<file path="src/rtl/pmmd_pkg.sv">
// shared constants for the mill discharge block
package pmmd_pkg;

  localparam int MAX_CLASSES = 32;
  localparam int IDX_W       = $clog2(MAX_CLASSES);
  localparam int NUM_W       = 64;
  localparam int DEN_W       = 40;
  localparam int QUO_W       = 32;

  localparam int CFG_IDX_W  = 2;
  localparam int CFG_DATA_W = 24;

  localparam logic [CFG_IDX_W-1:0] CFG_MILL_COUNT    = 2'd0;
  localparam logic [CFG_IDX_W-1:0] CFG_MILL_DIAMETER = 2'd1;
  localparam logic [CFG_IDX_W-1:0] CFG_MILL_LENGTH   = 2'd2;

endpackage

</file>
<file path="src/rtl/pmmd_div.sv">
// saturating restoring divider, one quotient bit per cycle
module pmmd_div
  import pmmd_pkg::*;
(
  input  logic             clk_i,
  input  logic             rst_ni,
  input  logic             start_i,
  input  logic [NUM_W-1:0] num_i,
  input  logic [DEN_W-1:0] den_i,
  output logic             done_o,
  output logic [QUO_W-1:0] quo_o
);

  localparam int CNT_W = $clog2(QUO_W + 1);

  logic [DEN_W-1:0] rem_q, den_q;
  logic [QUO_W-1:0] sh_q, quo_q;
  logic [CNT_W-1:0] cnt_q;
  logic             busy_q, done_q;
  logic [DEN_W:0]   trial;
  logic             fits;

  assign trial = {rem_q, sh_q[QUO_W-1]};
  assign fits  = trial >= {1'b0, den_q};

  always_ff @(posedge clk_i or negedge rst_ni) begin
    if (!rst_ni) begin
      busy_q <= 1'b0;
      done_q <= 1'b0;
      cnt_q  <= '0;
    end else begin
      done_q <= 1'b0;
      if (start_i) begin
        if (den_i == '0) begin
          done_q <= 1'b1;
        end else if ({{(DEN_W-QUO_W){1'b0}}, num_i[NUM_W-1:QUO_W]} >= den_i) begin
          done_q <= 1'b1;
        end else begin
          busy_q <= 1'b1;
          cnt_q  <= CNT_W'(QUO_W);
        end
      end else if (busy_q) begin
        cnt_q <= cnt_q - 1'b1;
        if (cnt_q == CNT_W'(1)) begin
          busy_q <= 1'b0;
          done_q <= 1'b1;
        end
      end
    end
  end

  always_ff @(posedge clk_i) begin
    if (start_i) begin
      den_q <= den_i;
      rem_q <= {{(DEN_W-QUO_W){1'b0}}, num_i[NUM_W-1:QUO_W]};
      sh_q  <= num_i[QUO_W-1:0];
      if (den_i == '0) begin
        quo_q <= (num_i != '0) ? '1 : '0;
      end else begin
        quo_q <= '1;
      end
    end else if (busy_q) begin
      if (fits) begin
        rem_q <= DEN_W'(trial - {1'b0, den_q});
      end else begin
        rem_q <= trial[DEN_W-1:0];
      end
      sh_q  <= {sh_q[QUO_W-2:0], 1'b0};
      quo_q <= {quo_q[QUO_W-2:0], fits};
    end
  end

  assign done_o = done_q;
  assign quo_o  = quo_q;

endmodule

</file>
<file path="config.mk">
export PLATFORM = sky130hd
export DESIGN_NAME = pmmd_div
export DESIGN_NICKNAME = d
export VERILOG_FILES = /design/src/rtl/pmmd_pkg.sv /design/src/rtl/pmmd_div.sv
export SDC_FILE = /design/constraint.sdc
export NUM_CORES = 1
export LEC_CHECK = 0
export BUFFER_PORTS_ARGS = -buffer_cell sky130_fd_sc_hd__buf_2
export CAP_MARGIN = 5
export CORE_MARGIN = 2
export CORE_UTILIZATION = 48
export DETAILED_ROUTE_END_ITERATION = 8
export PLACE_DENSITY = 0.76
export SYNTH_ARGS = -nofsm -noshare
export SYNTH_HDL_FRONTEND = slang
export SYNTH_SLANG_ARGS = --single-unit
</file>
<file path="constraint.sdc">
create_clock -name clk_i -period 3.1 [get_ports clk_i]
set_input_delay 0 -clock clk_i [delete_from_list [all_inputs] [get_ports clk_i]]
set_output_delay 0 -clock clk_i [all_outputs]
set_load 0.01 [all_outputs]
</file>
==> reports/qor.csv <==
metric;value;unit
postLayoutCellArea;0.0128;mm²
pre_cts_slack;-0.154;ns
firstDrtPassIters;5;
worst_slew_pin_slew;0.858;ns
hold_viol;0;
cts.sinks;152;
fp-row-count;51;
drv_slew;0;
yosysWarnings;0;
clk_pin_slew;0.06;ns
setup_tns;0;ns
critPathKind;reg2reg;
rsz0062_at_grt;true;
cp_max_fo;5;
die-area;0.0212;mm²
timing.fmax;327;MHz
synth_top_cell_area_share;0.424;
finalWeightedCongestion;0.946;
grt_max_degree;63;
power;6.66;mW
outcome;complete, no violations;
p_leak;5.44;nW
n_antenna_cell;0;
hpwlAfterDp;19900;µm
clkLatencyLatePin;0.43;ns
synth.distinct_cells;66;
antenna_found_initial;0;
cts-root-buf;clkbuf_16;
top_usage_layer;met2;
synth_seq_cells;152;
h-tree-depth;4;
grt_usage;0.279;
grt_pass1_vias;9006;
synthFlopType;edfxtp_1;
grtUsageMet2;0.467;
syn_to_final_growth;32.7;%
irDropWorstVdd;403;µV
grt_pass1_wl;47100;µm
layout_commonest_cell;buf_2;
die_x;146;µm
clock_path_buffers;2;
drcViolationCount;0;
ant_nets;0;
detail_route.iter0.violations;742;
syn_area;0.00962;mm²
syn_area_per_cell;9.94;µm²
seq_area_frac_synth;0.462;
arrival;3.22;ns
use_met3;0.0555;
vias;8828;
synthArstFlopShare;0.0526;
powerDensity;521;mW/mm²
maxCapViolations;0;
setup_slack;0.0454;ns
core-area;0.0196;mm²
cts_tree;done;
synth-edff-count;136;
wirelength;29500;µm
cp_data_required_time;3.27;ns
hp-class;in2reg;
met1_usage;0.359;
synth_top_area_cell;edfxtp_1;
numCtsBuffers;17;
syn_nets;1150;
drive_gt1_frac;0.247;
netlist_instances;968;
start_kind;flop;
final-setup-viol-count;0;
pin_count;140;
critPathCaptureType;flop;
fin_skew;0.0112;ns
wl_per_cell;19.2;µm
finalCritPeriodShare;0.985;
grt.overflow.total;0;
synth.top_cells.by_area;edfxtp_1 42%, ha_1 9.6%, nor2_1 4.9%;
nNetsFinal;1442;
relSlewSlack;0.423;
fin_crit;3.05;ns
start_util;0.491;
layout_common_cells;138 x buf_2, 136 x edfxtp_1, 126 x nor2_1;
dpl_cell_area;0.0109;mm²
avgViaCountPerCell;5.74;
final_util;0.652;
die_h;146;µm
port_buffers;139;
[cell families after synthesis]
group / share of synthesized area
AND/OR/NAND/NOR: 0.153
AO/OA/AOI/OAI: 0.156
flip-flops: 0.462
buffers and inverters: 0.0545
adder cells (fa/ha/maj): 0.0983
XOR/XNOR: 0.0364
multiplexers: 0.0397
[synth_stat cells, drive strengths merged, types with 16 or more instances]
cell type,count
a31oi,24
a21oi,65
o21ai,32
nand4,16
nand3,16
edfxtp,136
clkbuf,23
mux2,33
inv,86
xnor2,28
nand2,88
ha,74
nor4,29
a21o,32
nor2,126
[power by group]
| part | leakage [nW] | switching [mW] | internal (mW) |
|---|---|---|---|
| logic | 3.71 | 1.10 | 0.982 |
| registers | 1.48 | 0.126 | 2.47 |
| clock network | 0.251 | 0.927 | 1.05 |
| total | 5.44 | 2.15 | 4.50 |
[per-layer routing]
layer,up-vias,wire length (µm)
li1,4124,-
met1,4220,12200
met2,408,14300
met3,76,1980
met4,0,1030
met5,-,0
[state kept, by name, summed over array words and instances, names as in the netlist]
register  count
done_o        1
quo_o        32
sh_q         32
den_q        40
cnt_q         6
rem_q        40
busy_q        1
[cell type report]
cell class,count,area (µm²)
Fill cell,1498,6820
Multi-Input combinational cell,692,4830
Sequential cell,152,4440
Timing Repair Buffer,311,2290
Clock buffer,19,433
Tap cell,265,332
Inverter,86,324
Clock inverter,13,113
[stage by stage]
step                std cells  hold WS [ns]
finish                   1538       0.00969
global route             1538        0.0180
CTS                      1533      0.000254
detailed placement       1396        -0.144
global placement         1396        -0.149
floorplan                 968        -0.296
[repair_timing]
action	CTS	global route
hold endpoints to repair	106	0
gates resized for setup	11	22
pin swaps	11	11
setup endpoints to repair	32	39
setup buffers	5	5
hold buffers	100	0
[worst max-delay path, stage by stage (launching register included)]
cell and delay (ns):
edfxtp_1 0.45, ha_4 0.31, buf_6 0.10, nand2_2 0.06
nor3_2 0.18, nand2_1 0.12, or4_4 0.43, o21ba_4 0.22
o211ai_4 0.25, nand2_4 0.10, buf_6 0.14, and3_4 0.17
a221o_1 0.27
[final timing paths]
check / from / endpoint / slack (ns) / cells after the start
setup / recovery: rem_q[13]$_DFFE_PN_ / rem_q[20]$_DFFE_PN_ / 0.05 / 12
hold / removal: num_i[57] / rem_q[25]$_DFFE_PN_ / 0.01 / 3
setup reg to reg: rem_q[13]$_DFFE_PN_ / rem_q[20]$_DFFE_PN_ / 0.05 / 12
hold reg to reg: rem_q[32]$_SDFFE_PP0P_ / rem_q[32]$_SDFFE_PP0P_ / 0.51 / 2
max in group asynchronous: rst_ni / busy_q$_DFFE_PN0P_ / 2.26 / 3
min in group asynchronous: rst_ni / cnt_q[5]$_DFFE_PN0P_ / 0.56 / 3
No activity file was read; power rests on OpenSTA's default activity.
